### config.mk
export PLATFORM = sky130hd
export DESIGN_NAME = mhpq_engine
export DESIGN_NICKNAME = d
export VERILOG_FILES = /design/src/mhpq_pkg.sv /design/src/mhpq_engine.sv
export VERILOG_INCLUDE_DIRS = /design/src /design/src/src
export SDC_FILE = /design/constraint.sdc
export NUM_CORES = 1
export LEC_CHECK = 0
export ABC_AREA = 1
export BUFFER_PORTS_ARGS = -buffer_cell sky130_fd_sc_hd__buf_2
export CAP_MARGIN = 25
export CORE_ASPECT_RATIO = 1.5
export CORE_MARGIN = 2
export CORE_UTILIZATION = 30
export DETAILED_ROUTE_END_ITERATION = 8
export GPL_TIMING_DRIVEN = 0
export RECOVER_POWER = 100
export SLEW_MARGIN = 10
export SYNTH_ARGS = -nofsm -noshare
export SYNTH_HDL_FRONTEND = slang
export SYNTH_SLANG_ARGS = --single-unit
### constraint.sdc
create_clock -name i_clk -period 4.1 [get_ports i_clk]
set_input_delay 0.205 -clock i_clk [delete_from_list [all_inputs] [get_ports i_clk]]
set_output_delay 0.205 -clock i_clk [all_outputs]
set_load 0.02 [all_outputs]
### src/max_heap_priority_queue_macros.svh
// ----------------------------------------------------------------------------
// Assertion macros for the max-heap priority queue
// Shared concurrent assertion forms, clocked on i_clk.
// ----------------------------------------------------------------------------
`ifndef MAX_HEAP_PRIORITY_QUEUE_MACROS_SVH
`define MAX_HEAP_PRIORITY_QUEUE_MACROS_SVH

// Checked only while the block is out of reset.
`define MHPQ_ASSERT_RST(label, prop, msg) \
    label: assert property (@(posedge i_clk) disable iff (!i_rst_n) prop) \
        else $error(msg);

// Checked at every clock edge, reset included.
`define MHPQ_ASSERT_ALWAYS(label, prop, msg) \
    label: assert property (@(posedge i_clk) prop) else $error(msg);

`endif

### src/mhpq_pkg.sv
// ----------------------------------------------------------------------------
// mhpq_pkg
// Types, constants and codes shared by the max-heap priority queue modules.
// ----------------------------------------------------------------------------
package mhpq_pkg;

    // Heap geometry.
    localparam int CAPACITY = 1024;
    localparam int ADDR_W   = $clog2(CAPACITY);
    localparam int CNT_W    = ADDR_W + 1;
    localparam int KEY_W    = 32;
    localparam int IDX_W    = 10;

    typedef logic signed [KEY_W-1:0] t_key;
    typedef logic [ADDR_W-1:0]       t_addr;
    typedef logic [CNT_W-1:0]        t_count;

    // Operation codes of an input item.
    typedef enum logic [1:0] {
        OP_INSERT   = 2'd0,
        OP_POP      = 2'd1,
        OP_INCREASE = 2'd2,
        OP_NOP      = 2'd3
    } t_op;

    // Status codes of a result item.
    typedef enum logic [2:0] {
        ST_OK         = 3'd0,
        ST_EMPTY      = 3'd1,
        ST_FULL       = 3'd2,
        ST_BAD_INDEX  = 3'd3,
        ST_NOT_LARGER = 3'd4
    } t_status;

    // Sequencer states.
    typedef enum logic [3:0] {
        S_IDLE,
        S_UP_RD,
        S_UP_CMP,
        S_INC_CMP,
        S_POP_LAST,
        S_DN_RDL,
        S_DN_RDR,
        S_DN_CMP,
        S_FINISH
    } t_state;

    // Key store access for one cycle.
    typedef struct packed {
        logic  wr_en;
        t_addr wr_addr;
        t_key  wr_data;
        logic  rd_en;
        t_addr rd_addr;
    } t_ram_req;

    // One finished result item.
    typedef struct packed {
        t_key    top_value;
        t_key    popped_value;
        t_count  entry_count;
        t_status status;
    } t_result;

endpackage

### src/mhpq_engine.sv
// ----------------------------------------------------------------------------
// mhpq_engine
// Sequencer that decodes an item and sifts keys through the key store.
// ----------------------------------------------------------------------------
`include "max_heap_priority_queue_macros.svh"

module mhpq_engine (
    input  logic               i_clk,
    input  logic               i_rst_n,
    input  logic               i_in_valid,
    output logic               o_in_stall,
    input  logic [1:0]         i_operation,
    input  mhpq_pkg::t_key     i_value,
    input  logic [mhpq_pkg::IDX_W-1:0] i_heap_index,
    output mhpq_pkg::t_ram_req o_ram,
    input  mhpq_pkg::t_key     i_rd_key,
    output logic               o_res_valid,
    output mhpq_pkg::t_result  o_res,
    input  logic               i_res_ready
);
    import mhpq_pkg::*;

    t_state   r_state, n_state;
    t_count   r_count, n_count;
    t_key     r_top, n_top;
    t_key     r_key, n_key;
    t_key     r_left_key, n_left_key;
    t_key     r_popped, n_popped;
    t_addr    r_pos, n_pos;
    logic     r_has_r, n_has_r;
    t_status  r_status, n_status;

    t_ram_req w_ram;
    t_op      w_op;
    logic     w_accept;
    logic     w_full;
    logic     w_empty;
    logic     w_bad_index;
    t_count   w_last;
    t_addr    w_parent;
    logic [CNT_W:0] w_left;
    logic [CNT_W:0] w_right;
    logic [CNT_W:0] w_count_x;
    logic     w_up_gt;
    logic     w_left_gt;
    t_key     w_cand;
    logic     w_right_win;

    // Decode and compare terms for the next-state and datapath blocks.
    assign w_op        = t_op'(i_operation);
    assign w_accept    = (r_state == S_IDLE) && i_in_valid;
    assign w_full      = (r_count == t_count'(CAPACITY));
    assign w_empty     = (r_count == '0);
    assign w_bad_index = ({{(CNT_W-IDX_W){1'b0}}, i_heap_index} >= r_count);
    assign w_last      = r_count - t_count'(1);
    assign w_parent    = (r_pos - t_addr'(1)) >> 1;
    assign w_left      = {1'b0, r_pos, 1'b1};
    assign w_right     = w_left + (CNT_W+1)'(1);
    assign w_count_x   = {1'b0, r_count};
    assign w_up_gt     = (r_key > i_rd_key);
    assign w_left_gt   = (r_left_key > r_key);
    assign w_cand      = w_left_gt ? r_left_key : r_key;
    assign w_right_win = r_has_r && (i_rd_key > w_cand);

    // Next state.
    always_comb begin
        n_state = r_state;
        unique case (r_state)
            S_IDLE: begin
                if (w_accept) begin
                    unique case (w_op)
                        OP_INSERT:   n_state = w_full ? S_FINISH : S_UP_RD;
                        OP_POP: begin
                            if (w_empty || r_count == t_count'(1)) begin
                                n_state = S_FINISH;
                            end else begin
                                n_state = S_POP_LAST;
                            end
                        end
                        OP_INCREASE: n_state = w_bad_index ? S_FINISH : S_INC_CMP;
                        OP_NOP:      n_state = S_FINISH;
                    endcase
                end
            end
            S_UP_RD:    n_state = (r_pos == '0) ? S_FINISH : S_UP_CMP;
            S_UP_CMP:   n_state = w_up_gt ? S_UP_RD : S_FINISH;
            S_INC_CMP:  n_state = w_up_gt ? S_UP_RD : S_FINISH;
            S_POP_LAST: n_state = S_DN_RDL;
            S_DN_RDL:   n_state = (w_left >= w_count_x) ? S_FINISH : S_DN_RDR;
            S_DN_RDR:   n_state = S_DN_CMP;
            S_DN_CMP:   n_state = (w_right_win || w_left_gt) ? S_DN_RDL : S_FINISH;
            S_FINISH:   n_state = i_res_ready ? S_IDLE : S_FINISH;
            default:    n_state = S_IDLE;
        endcase
    end

    // Outputs and datapath: key store requests and register updates.
    always_comb begin
        w_ram      = '0;
        n_count    = r_count;
        n_key      = r_key;
        n_left_key = r_left_key;
        n_popped   = r_popped;
        n_pos      = r_pos;
        n_has_r    = r_has_r;
        n_status   = r_status;
        unique case (r_state)
            S_IDLE: begin
                if (w_accept) begin
                    n_status = ST_OK;
                    n_popped = '0;
                    unique case (w_op)
                        OP_INSERT: begin
                            if (w_full) begin
                                n_status = ST_FULL;
                            end else begin
                                n_key   = i_value;
                                n_pos   = r_count[ADDR_W-1:0];
                                n_count = r_count + t_count'(1);
                            end
                        end
                        OP_POP: begin
                            if (w_empty) begin
                                n_status = ST_EMPTY;
                            end else begin
                                n_popped      = r_top;
                                n_count       = w_last;
                                w_ram.rd_en   = (r_count != t_count'(1));
                                w_ram.rd_addr = w_last[ADDR_W-1:0];
                            end
                        end
                        OP_INCREASE: begin
                            if (w_bad_index) begin
                                n_status = ST_BAD_INDEX;
                            end else begin
                                w_ram.rd_en   = 1'b1;
                                w_ram.rd_addr = t_addr'(i_heap_index);
                                n_key         = i_value;
                                n_pos         = t_addr'(i_heap_index);
                            end
                        end
                        OP_NOP: begin
                            n_status = ST_OK;
                        end
                    endcase
                end
            end
            S_UP_RD: begin
                // At the root the held key lands; otherwise fetch the parent.
                if (r_pos == '0) begin
                    w_ram.wr_en   = 1'b1;
                    w_ram.wr_addr = r_pos;
                    w_ram.wr_data = r_key;
                end else begin
                    w_ram.rd_en   = 1'b1;
                    w_ram.rd_addr = w_parent;
                end
            end
            S_UP_CMP: begin
                // A smaller parent moves down into the hole.
                w_ram.wr_en   = 1'b1;
                w_ram.wr_addr = r_pos;
                if (w_up_gt) begin
                    w_ram.wr_data = i_rd_key;
                    n_pos         = w_parent;
                end else begin
                    w_ram.wr_data = r_key;
                end
            end
            S_INC_CMP: begin
                if (!w_up_gt) begin
                    n_status = ST_NOT_LARGER;
                end
            end
            S_POP_LAST: begin
                // The last entry becomes the key that sifts down from the root.
                n_key = i_rd_key;
                n_pos = '0;
            end
            S_DN_RDL: begin
                if (w_left >= w_count_x) begin
                    w_ram.wr_en   = 1'b1;
                    w_ram.wr_addr = r_pos;
                    w_ram.wr_data = r_key;
                end else begin
                    w_ram.rd_en   = 1'b1;
                    w_ram.rd_addr = w_left[ADDR_W-1:0];
                end
            end
            S_DN_RDR: begin
                n_left_key = i_rd_key;
                n_has_r    = (w_right < w_count_x);
                w_ram.rd_en   = (w_right < w_count_x);
                w_ram.rd_addr = w_right[ADDR_W-1:0];
            end
            S_DN_CMP: begin
                // The larger child moves up; the left child wins a tie.
                w_ram.wr_en   = 1'b1;
                w_ram.wr_addr = r_pos;
                if (w_right_win) begin
                    w_ram.wr_data = i_rd_key;
                    n_pos         = w_right[ADDR_W-1:0];
                end else if (w_left_gt) begin
                    w_ram.wr_data = r_left_key;
                    n_pos         = w_left[ADDR_W-1:0];
                end else begin
                    w_ram.wr_data = r_key;
                end
            end
            S_FINISH: begin
                n_status = r_status;
            end
            default: begin
                n_status = r_status;
            end
        endcase
        // Keep a copy of the root so the maximum needs no extra read.
        n_top = (w_ram.wr_en && w_ram.wr_addr == '0) ? w_ram.wr_data : r_top;
    end

    // Control registers.
    always_ff @(posedge i_clk) begin
        if (!i_rst_n) begin
            r_state <= S_IDLE;
            r_count <= '0;
        end else begin
            r_state <= n_state;
            r_count <= n_count;
        end
    end

    // Datapath registers.
    always_ff @(posedge i_clk) begin
        r_top      <= n_top;
        r_key      <= n_key;
        r_left_key <= n_left_key;
        r_popped   <= n_popped;
        r_pos      <= n_pos;
        r_has_r    <= n_has_r;
        r_status   <= n_status;
    end

    // Handshakes and result.
    assign o_in_stall         = (r_state != S_IDLE);
    assign o_ram              = w_ram;
    assign o_res_valid        = (r_state == S_FINISH);
    assign o_res.top_value    = (r_count != '0) ? r_top : '0;
    assign o_res.popped_value = r_popped;
    assign o_res.entry_count  = r_count;
    assign o_res.status       = r_status;

    // Assertions.
    `MHPQ_ASSERT_ALWAYS(a_reset_idle, (!i_rst_n) |=> (r_state == S_IDLE && r_count == '0), "reset left the sequencer busy or the count nonzero")
    `MHPQ_ASSERT_RST(a_count_cap, r_count <= t_count'(CAPACITY), "entry count exceeds capacity")
    `MHPQ_ASSERT_RST(a_count_hold, (r_state != S_IDLE) |=> $stable(r_count), "entry count changed during a sift")
    `MHPQ_ASSERT_RST(a_wr_in_heap, w_ram.wr_en |-> ({1'b0, w_ram.wr_addr} < r_count), "key store write beyond the last entry")
    `MHPQ_ASSERT_RST(a_err_no_pop, (o_res_valid && r_status != ST_OK) |-> (r_popped == '0), "failed item reports a popped key")

endmodule

==> summary.txt <==
Final Cell Area -> 16200 sq um
Final Hold Fails -> 0
vias -> 12400
crit path max-delay cell type -> edfxtp_1
final RePlAce weighted congestion -> 0.949
Period minus WS final -> 5060 ps
status -> finished with violations
WP buf/inv -> 7
Setup CP Type -> reg2out
cell area power density -> 458 nW/um^2
WP data arrival -> 4850 ps
Yosys top cell by area -> edfxtp_1
share of cells above drive strength 1 -> 20.4%
post-synthesis net count -> 1807
min-delay worst type -> in2reg
post-route clock period utilization -> 123%
clk slew on worst S/H paths -> 70 ps
layout net count -> 2125
Max Slew Vio Count -> 61
Syn Area/Cell -> 7.72 sq um
# fillers -> 4167
IO buf count -> 213
GR Util All Layers -> 20.9%
initial antenna violation count -> 0
IO Count -> 214
first-pass GRT wire length -> 67900 um
Worst-Skew Late Latency -> 460 ps
FF+latch count, synth -> 157
Worst-Margin Slew -> 1900 ps
largest net degree at the start of global routing -> 25
register area share after synthesis -> 37.1%
CTS tree -> yes
min setup slack post-route -> -956 ps
core area -> 40300 sq um
Crit path top cell by count -> nand2_2
CP delay by family, top -> simple AND/OR/NAND/NOR gates
initial DRC count -> 842
synth warn -> 0
Synth cell types -> 48
CTS buffer count -> 17
Reg2Reg Setup Slack -> -740 ps
num rows -> 90
area taken by multi-input logic gates -> 7220 sq um
Post-Syn Area -> 12300 sq um
R2R Path Start -> r_left_key[31]
synthesis-to-layout area growth -> 32.2%
RSZ-0062 raised after global routing -> true
Worst Hold Path Cells -> 3
synthesized instance count -> 1592
CP Capture Type -> output port
Critical Path Start Type -> register
sequential cell area -> 4560 sq um
drt first pass iters -> 7
LEAKAGE -> 7.74 nW
Die Area -> 42600 sq um
Sum Neg Setup Slack -> -54670 ps
Num Clock Sinks -> 157
Post-Route Utilization -> 40.3%
FF-to-FF path depth -> 31
Clock Skew -> 12.8 ps
Rel. slew slack -> -27.2%
HPWL Detailed -> 34300 um
critical path peak fanout -> 6
H-tree depth -> 4
worst path required time -> 3890 ps
Hold Startpoint -> i_value[9]
Initial Utilization -> 30.5%
clock root buffer -> clkbuf_16
Vias/cell -> 5.11
CP peak stage delay -> 450 ps
RR Endpoint -> r_top[28]
Yosys top cell area share -> 34.7%
maximum clock rate -> 0.198 GHz
failing checks -> max-capacitance violations, max-slew violations, negative setup slack
placed cell area -> 14100 sq um
pre-CTS WS -> -1410 ps
Routed Antenna Nets -> 0
DR DRC count -> 0
Hold EP -> r_key[9]
per-cell routed wire length -> 18.7 um
Synth area leaders -> edfxtp_1 (35%), ha_1 (14%), nand2_1 (11%)
Die Y -> 252 um
Max Cap Viol -> 3
total global routing overflow -> 0
Total Wirelength -> 45400 um
final setup vio count -> 97
maximum vdd drop -> 0.000213 V
die width -> 169 um
number of global-route vias before repair -> 12400
clk buf depth -> 2
-- registers in the layout, indices dropped and copies added, names as in the netlist --
name	cells
r_state	4
r_key	32
r_popped	32
r_top	32
r_left_key	32
r_status	3
r_pos	10
r_count	11
r_has_r	1
-- kinds of logic (layout without fill, tap and decap cells) --
| kind of cell | Yosys count | after routing | share of synthesized area (%) |
|---|---|---|---|
| other | 0 | 1 | 0 |
| flip-flops | 157 | 157 | 37.1 |
| AO/OA/AOI/OAI | 282 | 282 | 12.8 |
| adder cells (fa/ha/maj) | 135 | 135 | 13.7 |
| XOR/XNOR | 20 | 20 | 1.43 |
| AND/OR/NAND/NOR | 717 | 717 | 25.6 |
| buffers and inverters | 281 | 612 | 9.32 |
-- layout by cell type (no fill, tap or decap), types with 31 or more instances in the layout --
cell type and count:
nor2_1 168, buf_6 40, dlygate4sd3_1 31, nand3_1 56
inv_1 213, ha_1 125, o21ai_0 94, nand2_2 49
nand2_1 283, edfxtp_1 142, clkbuf_1 111, buf_4 42
buf_2 103, a21oi_1 107, nand4_1 54
-- synthesized netlist by cell type (all sizes together) --
library cell / n
a21boi: 1
nor3b: 3
dfxtp: 15
o31ai: 2
xnor2: 1
nand3: 76
ha: 135
a21o: 2
o221ai: 1
a41oi: 1
buf: 27
o21bai: 4
nor3: 20
clkinv: 4
inv: 224
nand4: 55
nand2: 350
a21oi: 110
o21ai: 117
o211ai: 9
nand3b: 1
nor2: 178
xor2: 19
o22ai: 14
o21a: 8
and2: 32
o2111ai: 6
o311ai: 1
clkbuf: 26
a31oi: 6
edfxtp: 142
nor4: 2
-- final cells by class --
class	count	share of cell area [%]
clock buffer	17	2.62
tap	506	3.90
inverter	228	5.30
clock inverter	15	0.932
multi-input combinational	1154	44.5
timing repair buffer	299	12.2
antenna	1	0.0154
sequential	157	28.1
buffer	53	2.49
-- worst max path at each step --
stage                   startpoint         to  slack (ps)  cells past startpoint
floorplan                r_key[29]   r_pos[0]          60                     24
global placement         r_key[31]   r_pos[4]       -1380                     23
detailed placement       r_key[31]   r_pos[4]       -1410                     23
CTS                      r_key[29]  o_ram[16]       -1010                     29
global route        r_left_key[28]  o_ram[36]       -1180                     29
finish              r_left_key[31]  o_ram[36]        -960                     29
-- power breakdown --
group | total [mW] | switching, mW | internal (mW)
registers | 2.16 | 0.165 | 2.00
clock network | 1.64 | 0.785 | 0.859
logic | 3.63 | 2.29 | 1.34
-- per-layer routing --
metal	track usage (%)	part of all wire (%)
met1	22.5	38
met2	39.2	53
met3	2.71	4.4
met4	11.3	5.1
met5	0	0
-- worst min-delay path, delay by kind of cell --
kind / cells / cell delay (ps)
simple gates: 1 / 40
buf+inv: 1 / 70
compound gates: 1 / 60
-- what timing repair did --
| item | in CTS | in global routing |
|---|---|---|
| setup endpoints to repair | 87 | 88 |
| hold buffers | 31 | 0 |
| resized for setup | 190 | 89 |
| gates cloned | 4 | 1 |
| buffers inserted | 26 | 26 |
| hold endpoints to repair | 31 | 0 |
| pin swaps | 46 | 44 |
-- stage by stage --
step	hold WS, ps	total power [mW]	std cells
3_3_place_gp	433	5.13	2311
4_1_cts	4.35	7.35	2409
6_report	27.0	7.43	2430
2_1_floorplan	304	4.16	1592
5_1_grt	18.9	7.88	2429
3_5_place_dp	436	5.21	2316
No activity file was read; power rests on OpenSTA's default activity.
