<file path="config.mk">
export PLATFORM = sky130hd
export DESIGN_NAME = mhpq_out_buf
export DESIGN_NICKNAME = d
export VERILOG_FILES = /design/src/max_heap_priority_queue_macros.svh /design/src/mhpq_pkg.sv /design/src/mhpq_out_buf.sv
export SDC_FILE = /design/constraint.sdc
export NUM_CORES = 1
export LEC_CHECK = 0
export BUFFER_PORTS_ARGS = -buffer_cell sky130_fd_sc_hd__buf_2
export CAP_MARGIN = 20
export CORE_MARGIN = 2
export CORE_UTILIZATION = 40
export CTS_BUF_LIST = sky130_fd_sc_hd__clkbuf_16
export DETAILED_ROUTE_END_ITERATION = 12
export PLACE_DENSITY_LB_ADDON = 0.1
export SLEW_MARGIN = 40
export SYNTH_ARGS = -nofsm -noshare
export SYNTH_HDL_FRONTEND = slang
export SYNTH_SLANG_ARGS = --single-unit
</file>
<file path="constraint.sdc">
create_clock -name i_clk -period 4.39 [get_ports i_clk]
set_input_delay 1.317 -clock i_clk [delete_from_list [all_inputs] [get_ports i_clk]]
set_output_delay 1.317 -clock i_clk [all_outputs]
set_load 0.03 [all_outputs]
</file>
<file path="src/max_heap_priority_queue_macros.svh">
// ----------------------------------------------------------------------------
// Assertion macros for the max-heap priority queue
// Shared concurrent assertion forms, clocked on i_clk.
// ----------------------------------------------------------------------------
`ifndef MAX_HEAP_PRIORITY_QUEUE_MACROS_SVH
`define MAX_HEAP_PRIORITY_QUEUE_MACROS_SVH

// Checked only while the block is out of reset.
`define MHPQ_ASSERT_RST(label, prop, msg) \
    label: assert property (@(posedge i_clk) disable iff (!i_rst_n) prop) \
        else $error(msg);

// Checked at every clock edge, reset included.
`define MHPQ_ASSERT_ALWAYS(label, prop, msg) \
    label: assert property (@(posedge i_clk) prop) else $error(msg);

`endif

</file>
<file path="src/mhpq_pkg.sv">
// ----------------------------------------------------------------------------
// mhpq_pkg
// Types, constants and codes shared by the max-heap priority queue modules.
// ----------------------------------------------------------------------------
package mhpq_pkg;

    // Heap geometry.
    localparam int CAPACITY = 1024;
    localparam int ADDR_W   = $clog2(CAPACITY);
    localparam int CNT_W    = ADDR_W + 1;
    localparam int KEY_W    = 32;
    localparam int IDX_W    = 10;

    typedef logic signed [KEY_W-1:0] t_key;
    typedef logic [ADDR_W-1:0]       t_addr;
    typedef logic [CNT_W-1:0]        t_count;

    // Operation codes of an input item.
    typedef enum logic [1:0] {
        OP_INSERT   = 2'd0,
        OP_POP      = 2'd1,
        OP_INCREASE = 2'd2,
        OP_NOP      = 2'd3
    } t_op;

    // Status codes of a result item.
    typedef enum logic [2:0] {
        ST_OK         = 3'd0,
        ST_EMPTY      = 3'd1,
        ST_FULL       = 3'd2,
        ST_BAD_INDEX  = 3'd3,
        ST_NOT_LARGER = 3'd4
    } t_status;

    // Sequencer states.
    typedef enum logic [3:0] {
        S_IDLE,
        S_UP_RD,
        S_UP_CMP,
        S_INC_CMP,
        S_POP_LAST,
        S_DN_RDL,
        S_DN_RDR,
        S_DN_CMP,
        S_FINISH
    } t_state;

    // Key store access for one cycle.
    typedef struct packed {
        logic  wr_en;
        t_addr wr_addr;
        t_key  wr_data;
        logic  rd_en;
        t_addr rd_addr;
    } t_ram_req;

    // One finished result item.
    typedef struct packed {
        t_key    top_value;
        t_key    popped_value;
        t_count  entry_count;
        t_status status;
    } t_result;

endpackage

</file>
<file path="src/mhpq_out_buf.sv">
// ----------------------------------------------------------------------------
// mhpq_out_buf
// One-entry output register that holds a result item while the output stalls.
// ----------------------------------------------------------------------------
module mhpq_out_buf (
    input  logic              i_clk,
    input  logic              i_rst_n,
    input  logic              i_res_valid,
    input  mhpq_pkg::t_result i_res,
    output logic              o_res_ready,
    output logic              o_out_valid,
    input  logic              i_out_stall,
    output mhpq_pkg::t_result o_res
);
    import mhpq_pkg::*;

    logic    r_valid, n_valid;
    t_result r_res;
    logic    w_ready;

    // Free when empty or when the held item leaves this cycle.
    assign w_ready = !r_valid || !i_out_stall;
    assign n_valid = w_ready ? i_res_valid : r_valid;

    always_ff @(posedge i_clk) begin
        if (!i_rst_n) begin
            r_valid <= 1'b0;
        end else begin
            r_valid <= n_valid;
        end
    end

    // Payload loads only when a new item is taken.
    always_ff @(posedge i_clk) begin
        if (w_ready && i_res_valid) begin
            r_res <= i_res;
        end
    end

    assign o_res_ready = w_ready;
    assign o_out_valid = r_valid;
    assign o_res       = r_res;

endmodule

</file>
==> summary.md, run 1 <==
| Metric | Value |
|---|---|
| Fillers | `~460` |
| Overall Global Routing Usage | `roughly an eighth` |
| DR iter-0 viols | `66` |
| Period utilisation layout | `between 60% and 70%` |
| Switching power | `just under 400 uW` |
| CTS buffer count | `9` |
| Met1 usage | `between 10% and 20%` |
| CTS tree | `yes` |
| Cell variety after synth | `6` |
| Comb pwr share | `around a tenth` |
| Syn Inst Count | `83` |
| Startpoint types | `input port` |
| XOR/XNOR share of the synthesized area | `0%` |
| Post-CTS Hold Buffers | `0` |
| Int Pwr | `~1400 uW` |
| Post-layout min period | `3.02 ns` |
| Setup Fix Bufs, Post-CTS | `0` |
| Pwr Density | `490 nW/um^2` |
| Final Skew | `around 0.0056 ns` |
| Remaining Overflow, GRT | `0` |
| Count leader, synth | `edfxtp_1` |
| FF-to-FF Start | `o_out_valid` |
| Nets | `approximately 340` |
| Mux contribution to synthesized area | `0%` |
| Final setup viols | `0` |
| Sw frac | `between 20 and 25%` |
| Syn avg cell area | `28.7 um^2` |
| Sequential cell area fraction in the yosys report | `approximately 99%` |
| Main synth FF type | `edfxtp_1` |
| Arr. time, crit path | `around 1.7 ns` |
| Core Area | `slightly below 6000 um^2` |
| First-pass GRT wire length | `approximately 6 mm` |
| Layout area overhead | `50.5%` |
| Initial antenna violation count | `0` |
| Area of the multi-input gates | `23.8 um^2` |
| Resize count post-CTS | `0` |
| Worst-Margin Slew | `0.531 ns` |
| # DRC | `0` |
| Hold slack | `around 0.54 ns` |
| Site Rows | `28` |
| Final antenna-violating net count | `0` |
| Hold Vio Cnt, Final | `0` |
| Worst skew pair latency | `0.31 ns` |
| Simple-Gate Fraction of Synth Area | `less than 1%` |
| Compound-Gate Fraction of Synth Area | `0.210%` |
| Clk buf depth | `2` |
| Slew Limit Fails | `0` |
| Setup crit end kind | `output pin` |
| Achievable Freq | `0.331 GHz` |
| Area leader, netlist | `edfxtp_1` |
| Num Clock Sinks | `79` |
| Root Buffer | `clkbuf_16` |
| Met2 Usage GRT | `roughly a fifth` |
| WL/cell | `roughly 14 um` |
| Ys async rst share | `0%` |
| VDD IR-drop max | `approximately 0.35 mV` |
| WS Path Type | `in2out` |
| HP Start | `o_out_valid` |
| Routed wire length | `approximately 4.6 mm` |
| GPL Wtd Cong | `a little over 0.7` |
| Pleak | `roughly 0.0016 uW` |
| Die W | `81.2 um` |
| Number of flops mapped to enable cells by yosys | `78` |
| Worst hold path class | `reg2reg` |
| Sequential share of power | `roughly half` |
| Slew HR | `roughly 65%` |
| FF+latch area | `approximately 2400 um^2` |
| Synth top area share | `98.3%` |
| Pin count of the biggest net entering global routing | `41` |
| CTS H-Tree Depth | `3` |
| Netlist Area Pre-Place | `about 2400 um^2` |
| DR pass1 iterations | `4` |
| Worst path required time | `~3.1 ns` |
| Status | `completed` |
| Max FO, Critical Path | `2` |
| Io pins | `~160` |
| Clock-pin slew on the worst setup and hold paths | `0.05 ns` |
| Largest family of logic cells by synthesized area | `simple AND/OR/NAND/NOR gates` |
| Vias/cell | `roughly 4.3` |
| DR vias | `roughly 1400` |
| Grt peak-use layer | `met2` |
| Met3 GRT Util | `about 6.6%` |
| Number of inserted diodes | `0` |
| Die Ht | `81.2 um` |
| Die area | `roughly 6600 um^2` |
| Clock power frac | `about two fifths` |
| Port bufs | `161` |
| Beginning of the critical path | `i_out_stall` |
| Vias in the first global route | `1343` |
| Starting density of the core | `between 40% and 50%` |
| Max cap viols | `0` |
| Adder-cell share of the synthesized area | `0%` |
| RSZ-0062 raised after global routing | `false` |
| Final total power | `about 1800 uW` |
| Post-route setup TNS | `0 ns` |
| Mapped Nets | `165` |
| Proportion of layout cells with a drive suffix above 1 | `between 60% and 70%` |
| Synth area leaders | `edfxtp_1, dfxtp_1, and2_1` |
| Synthesized flop and latch total | `between 70 and 80` |
| YS warnings | `0` |
## metal layers
metal | vias up | share of wire [%]
li1 | 683 | -
met1 | 659 | 36
met2 | 86 | 51
met3 | 4 | 12
met4 | 0 | 0.88
met5 | - | 0
## final cells by class
| type | instances | share of cell area, % |
|---|---|---|
| tap | 75 | 2.62 |
| clock inverter | 7 | 1.57 |
| multi-input combinational | 4 | 0.663 |
| clock buffer | 9 | 6.28 |
| timing repair buffer | 162 | 23.0 |
| sequential | 79 | 65.9 |
## placed cells by master, fill, tap and decap left out
cell       Yosys  final
bufinv_16      0      1
edfxtp_1      78     78
clkinv_2       0      3
nor2b_1        1      1
a21oi_1        1      1
and2_4         0      1
inv_1          0      2
buf_2          0    161
buf_12         0      1
nand2_1        1      1
clkbuf_16      0      9
dfxtp_1        1      1
clkinv_1       0      1
## cells by family (layout without fill, tap and decap cells)
logic type	after synthesis	count (layout)
flops	79	79
simple gates	3	3
buf+inv	0	178
compound gates	1	1
## stage by stage
| step | cell area [um^2] | setup slack (ns) | util (%) | cells |
|---|---|---|---|---|
| 6_report | 3590 | 1.37 | 61.3 | 336 |
| 5_1_grt | 3590 | 1.34 | 61.3 | 336 |
| 4_1_cts | 3590 | 1.36 | 61.3 | 336 |
| 3_5_place_dp | 3310 | 1.36 | 56.5 | 320 |
| 3_3_place_gp | 3290 | 1.37 | 56.2 | 319 |
| 2_1_floorplan | 2380 | 0.506 | - | 83 |
## path summary, 6_finish.rpt
check	end	slack, ns	cells past startpoint
max reg2reg	o_res[15]	2.87	3
min reg2reg	o_out_valid	0.54	2
min	o_out_valid	0.54	2
max	o_res_ready	1.37	3
## worst max-delay path, cell delays in order
cell and delay (ns):
buf_2 0.10, nand2_1 0.08, buf_2 0.20
## power groups by stage
stage          registers, uW  clock network (uW)  logic, uW
4_1_cts                  891                 708        187
3_5_place_dp             907                   0        187
2_1_floorplan           1000                   0       14.8
3_3_place_gp             906                   0        183
5_1_grt                  895                 728        195
6_report                 891                 684        184
## flip-flops by register name, summed over array words and instances, names as in the netlist
register / count
o_res: 78
o_out_valid: 1
Note: power is estimated with default switching activity, not from simulation.
==> run 2: changes to the inputs <==
==> constraint.sdc (replaced) <==
create_clock -name i_clk -period 2.8 [get_ports i_clk]
set_input_delay 0.84 -clock i_clk [delete_from_list [all_inputs] [get_ports i_clk]]
set_output_delay 0.84 -clock i_clk [all_outputs]
set_load 0.03 [all_outputs]
==> run 2 against run 1 <==
Net effect:
- critical path type unchanged
- total power increased by 50%
- worst hold slack improved by 0.010 ns
- sequential share of layout area increased by 0.53 points
- die area unchanged
- largest cell class unchanged
==> summary.md, run 2 (synthesis results as in run 1) <==
| Metric | Value |
|---|---|
| Status | `completed` |
| Final Skew | `0.00534 ns (-0.000258 ns)` |
| Hold Vio Cnt, Final | `0 (unchanged)` |
| Area after DPL | `3310 um^2 (+0.23%)` |
| Metal2 WL | `2.30 mm (-2.1%)` |
| Pin count of the biggest net entering global routing | `36 (-12%)` |
| Max reg flops | `78 (unchanged)` |
| Critical path, cell by cell | `buf_2 > nand2_1 > buf_2` |
| Initial antenna violation count | `0 (unchanged)` |
| WL/cell | `13.4 um (-1.5%)` |
| Worst skew pair latency | `0.32 ns (about the same)` |
| Resize count post-CTS | `0 (unchanged)` |
| Crit-path slowest cell | `buf_2` |
| Vias/cell | `4.25 (-0.26%)` |
| Fin area | `3560 um^2 (-0.80%)` |
| Final antenna-violating net count | `0 (unchanged)` |
| Site Rows | `28 (unchanged)` |
| Die Ht | `81.2 um (unchanged)` |
| Comb pwr share | `11.0% (+0.5 points)` |
| Post-layout min period | `between 2 and 2.5 ns` |
| Commonest non-fill, non-tap cell in the layout | `buf_2` |
| Fin util | `60.8% (-0.49 points)` |
| Cell seen most often among critical-path stages | `buf_2` |
| # DRC | `0 (unchanged)` |
| Num Clock Sinks | `79 (unchanged)` |
| WS Path Type | `in2out` |
| Pleak | `0.00155 uW (-0.99%)` |
| Max FO, Critical Path | `2 (unchanged)` |
| Max cap viols | `0 (unchanged)` |
| DP HPWL | `3.43 mm` |
| Switching power | `593 uW (+52%)` |
| DR pass1 iterations | `4 (unchanged)` |
| Worst setup margin | `0.749 ns (-0.616 ns)` |
| DR iter-0 viols | `53 (-20%)` |
| Sequential share of power | `52.9% (+2.3 points)` |
| Post-CTS Hold Buffers | `0 (unchanged)` |
| Starting density of the core | `40.7% (unchanged)` |
| M1 wire length | `1.55 mm (-4.4%)` |
| Remaining Overflow, GRT | `0 (unchanged)` |
| Arr. time, crit path | `1.21 ns (-0.50 ns)` |
| Period utilisation layout | `between 70% and 80%` |
| Worst-Margin Slew | `0.373 ns (-0.158 ns)` |
| Highest metal used | `met4` |
| Layout area overhead | `49.3%` |
| Root Buffer | `clkbuf_16` |
| Most frequent cells in the layout | `buf_2, edfxtp_1, clkbuf_16` |
| Vias in the first global route | `1347 (+0.30%)` |
| GPL Wtd Cong | `0.710 (+0.62%)` |
| CTS buffer count | `9 (unchanged)` |
| Routed wire length | `4.48 mm (-1.8%)` |
| Io pins | `162 (unchanged)` |
| Number of inserted diodes | `0 (unchanged)` |
| Final setup viols | `0 (unchanged)` |
| Worst hold path class | `reg2reg` |
| Int Pwr | `2050 uW (+50%)` |
| Clock-pin slew on the worst setup and hold paths | `0.05 ns (about the same)` |
| Clock power frac | `36.1% (-2.8 points)` |
| CTS tree | `yes` |
| RSZ-0062 raised after global routing | `false` |
| Worst path required time | `1.96 ns (-1.11 ns)` |
| Nets | `339 (+0.30%)` |
| VDD IR-drop max | `0.408 mV (+15%)` |
| Core Area | `5850 um^2 (unchanged)` |
| Setup crit end kind | `output pin` |
| Setup WS pre-CTS | `0.742 ns (-0.622 ns)` |
| Startpoint types | `input port` |
| Hold slack | `0.550 ns (+0.0100 ns)` |
| Clk buf depth | `2 (unchanged)` |
| Setup Fix Bufs, Post-CTS | `0 (unchanged)` |
| Achievable Freq | `approximately 0.49 GHz` |
| Die area | `6590 um^2 (unchanged)` |
| Proportion of layout cells with a drive suffix above 1 | `66.9% (-0.51 points)` |
| DR vias | `1424 (-0.56%)` |
| Overall Global Routing Usage | `12.9% (-0.26 points)` |
| First-pass GRT wire length | `5.95 mm (-2.9%)` |
| Slew HR | `75.1% (+11 points)` |
| Pwr Density | `742 nW/um^2 (+51%)` |
| Critical Path Max Stage Delay | `0.19 ns (about the same)` |
| Port bufs | `161 (unchanged)` |
| Slew Limit Fails | `0 (unchanged)` |
| Met3 routed WL | `522 um (-5.8%)` |
| Post-route setup TNS | `0 ns (unchanged)` |
| CTS H-Tree Depth | `3 (unchanged)` |
| Sw frac | `22.5% (+0.26 points)` |
| Die W | `81.2 um (unchanged)` |
==> run 2: routing by layer <==
layer	global-route usage, %	vias up
li1	-	681
met1	12.5	639
met2	22.2	93
met3	5.44	11
met4	8.64	0
met5	0	-
==> run 2: through the flow <==
step	instances	total power, uW
floorplan	83	1590
global placement	321	1710
detailed placement	321	1720
CTS	335	2670
global route	335	2730
finish	335	2640
==> run 2: cell type report <==
cell class	count	area, um^2
Timing Repair Buffer	163	833
Clock inverter	5	20.0
Sequential cell	79	2360
Multi-Input combinational cell	4	23.8
Clock buffer	9	225
Fill cell	459	2290
Tap cell	75	93.8
==> run 2: power groups by stage <==
stage | Sequential, uW | Combinational [uW] | Clock [uW]
after floorplan | 1570 | 23.5 | 0
after global placement | 1420 | 292 | 0
after detailed placement | 1420 | 294 | 0
after CTS | 1400 | 294 | 978
after global routing | 1400 | 307 | 1030
final | 1400 | 290 | 952
==> run 2: worst paths after layout <==
kind	start	to	slack, ns	cells after the start
max reg2reg	o_out_valid	o_res[50]	1.40	3
min reg2reg	o_out_valid	o_out_valid	0.55	2
max	i_out_stall	o_res_ready	0.75	3
min	o_out_valid	o_out_valid	0.55	2
==> run 2: critical path: cells and delay by family <==
family / cells / cell delay (ns)
buf+inv: 2 / 0.29
simple gates: 1 / 0.07
==> run 3: changes to the inputs <==
--- a/config.mk
+++ b/config.mk
@@ -8,7 +8,7 @@
 export BUFFER_PORTS_ARGS = -buffer_cell sky130_fd_sc_hd__buf_2
 export CAP_MARGIN = 20
 export CORE_MARGIN = 2
-export CORE_UTILIZATION = 40
+export CORE_UTILIZATION = 37
 export CTS_BUF_LIST = sky130_fd_sc_hd__clkbuf_16
 export DETAILED_ROUTE_END_ITERATION = 12
 export PLACE_DENSITY_LB_ADDON = 0.1
==> constraint.sdc (replaced) <==
create_clock -name i_clk -period 1.69 [get_ports i_clk]
set_input_delay 0.507 -clock i_clk [delete_from_list [all_inputs] [get_ports i_clk]]
set_output_delay 0.507 -clock i_clk [all_outputs]
set_load 0.03 [all_outputs]
==> run 3 against run 2 <==
Net effect:
- via count is 0.21% higher
- global-route usage increased by 0.86 points
- critical path depth shrank 1
- sequential share of layout area fell by 1.0 points
- clock-buffer cell count did not move
- sequential cell count did not move
- clock power increased by 87%
==> summary.md, run 3 (synthesis results as in run 1) <==
| Metric | Value |
|---|---|
| Vias in the first global route | `1431 (+6.2%)` |
| Vias/cell | `4.22 (-0.68%)` |
| Final antenna-violating net count | `0 (unchanged)` |
| RSZ-0062 raised after global routing | `false` |
| Max cap viols | `0 (unchanged)` |
| Beginning of the critical path | `o_out_valid` |
| Final setup viols | `0 (unchanged)` |
| Layout area overhead | `51.6%` |
| Fillers | `517 (+13%)` |
| Achievable Freq | `approximately 0.7 GHz` |
| Final Skew | `0.00270 ns (-0.00264 ns)` |
| FF-to-FF path depth | `3 (unchanged)` |
| Die area | `7100 um^2 (+7.7%)` |
| WL/cell | `14.6 um (+9.0%)` |
| Period utilisation layout | `about 85%` |
| Clk buf depth | `2 (unchanged)` |
| Status | `completed` |
| DR vias | `1427 (+0.21%)` |
| Met2 Usage GRT | `22.2% (-0.081 points)` |
| Starting density of the core | `38.0% (-2.8 points)` |
| # DRC | `0 (unchanged)` |
| Site Rows | `29 (+3.6%)` |
| Post-layout min period | `approximately 1.4 ns` |
| Max reg flops | `78 (unchanged)` |
| Commonest non-fill, non-tap cell in the layout | `buf_2` |
| Worst setup margin | `0.257 ns (-0.492 ns)` |
| Num Clock Sinks | `79 (unchanged)` |
| Met1 usage | `13.9% (+1.5 points)` |
| Startpoint types | `flop` |
| Area of the multi-input gates | `31.3 um^2 (+32%)` |
| Post-CTS Hold Buffers | `0 (unchanged)` |
| Die Ht | `84.3 um (+3.8%)` |
| Initial antenna violation count | `0 (unchanged)` |
| Clock-pin slew on the worst setup and hold paths | `0.06 ns (about the same)` |
| First-pass GRT wire length | `7.08 mm (+19%)` |
| Arr. time, crit path | `0.93 ns (-0.28 ns)` |
| Root Buffer | `clkbuf_16` |
| Worst hold path class | `in2reg` |
| Die W | `84.3 um (+3.8%)` |
| Proportion of layout cells with a drive suffix above 1 | `68.2% (+1.3 points)` |
| Core Area | `6280 um^2 (+7.3%)` |
| Port bufs | `161 (unchanged)` |
| Slew Limit Fails | `0 (unchanged)` |
| Max FO, Critical Path | `3 (+1)` |
| Hold Path Depth | `1 (-1)` |
| Number of inserted diodes | `0 (unchanged)` |
| DR pass1 iterations | `5 (+1)` |
| Pwr Density | `1270 nW/um^2 (+71%)` |
| CTS buffer count | `9 (unchanged)` |
| VDD IR-drop max | `0.714 mV (+75%)` |
| Worst skew pair latency | `0.32 ns (about the same)` |
| Pleak | `0.00157 uW (+1.4%)` |
| Remaining Overflow, GRT | `0 (unchanged)` |
| Worst-Margin Slew | `0.211 ns (-0.161 ns)` |
| Routed wire length | `4.92 mm (+9.9%)` |
| GPL Wtd Cong | `0.704 (-0.96%)` |
| Hold Vio Cnt, Final | `0 (unchanged)` |
| Setup Fix Bufs, Post-CTS | `0 (unchanged)` |
| Resize count post-CTS | `0 (unchanged)` |
| FF+latch area | `2360 um^2 (unchanged)` |
| Worst path required time | `1.18 ns (-0.78 ns)` |
| Most frequent cells in the layout | `buf_2, edfxtp_1, clkbuf_16` |
| Grt peak-use layer | `met2` |
| HP Start | `i_res[27]` |
| Post-route setup TNS | `0 ns (unchanged)` |
| Setup crit end kind | `output pin` |
| Overall Global Routing Usage | `13.8% (+0.86 points)` |
| CTS H-Tree Depth | `3 (unchanged)` |
| WS Path Type | `reg2out` |
| FF-to-FF Start | `o_out_valid` |
| Nets | `339 (unchanged)` |
| Pin count of the biggest net entering global routing | `41 (+14%)` |
| Slew HR | `85.9% (+11 points)` |
| Setup WS pre-CTS | `0.272 ns (-0.470 ns)` |
| Fin area | `3610 um^2 (+1.5%)` |
| Io pins | `162 (unchanged)` |
| Area after DPL | `3340 um^2 (+0.68%)` |
| DR iter-0 viols | `105 (+98%)` |
| CTS tree | `yes` |
| Met3 GRT Util | `8.65% (+3.2 points)` |
## run 3: power breakdown
group | leakage, uW | switching (uW) | internal [uW]
logic | 0.000668 | 337 | 152
clock network | 0.000140 | 665 | 1110
registers | 0.000763 | 25.0 | 2290
## run 3: path summary, 6_finish.rpt
| path | end | slack, ns |
|---|---|---|
| max reg2reg | o_res[0] | 0.57 |
| min reg2reg | o_out_valid | 0.57 |
| max | o_res_ready | 0.26 |
| min | o_res[27] | 0.36 |
## run 3: metal layers
| metal | routed length, um | part of all wire [%] |
|---|---|---|
| met2 | 2430 | 49 |
| met5 | 0 | 0 |
| met4 | 113 | 2.3 |
| met3 | 648 | 13 |
| met1 | 1730 | 35 |
## run 3: layout make-up
class	count	area share, %
Timing Repair Buffer	163	23.4
Sequential cell	79	65.4
Tap cell	77	2.67
Multi-Input combinational cell	4	0.866
Clock buffer	9	6.23
Clock inverter	6	1.45
## run 3: per-stage QoR
step           hold WS [ns]  util [%]  power [uW]  std cells
2_1_floorplan         0.606         -        2630         83
3_3_place_gp          0.571      53.1        2850        323
3_5_place_dp          0.572      53.1        2850        323
4_1_cts               0.345      57.6        4650        338
5_1_grt               0.344      57.6        4750        338
6_report              0.358      57.6        4590        338
## run 3: critical path: stages, from the launching register on
cell     delay (ns)
dfxtp_1        0.38
nand2_4        0.05
buf_2          0.17
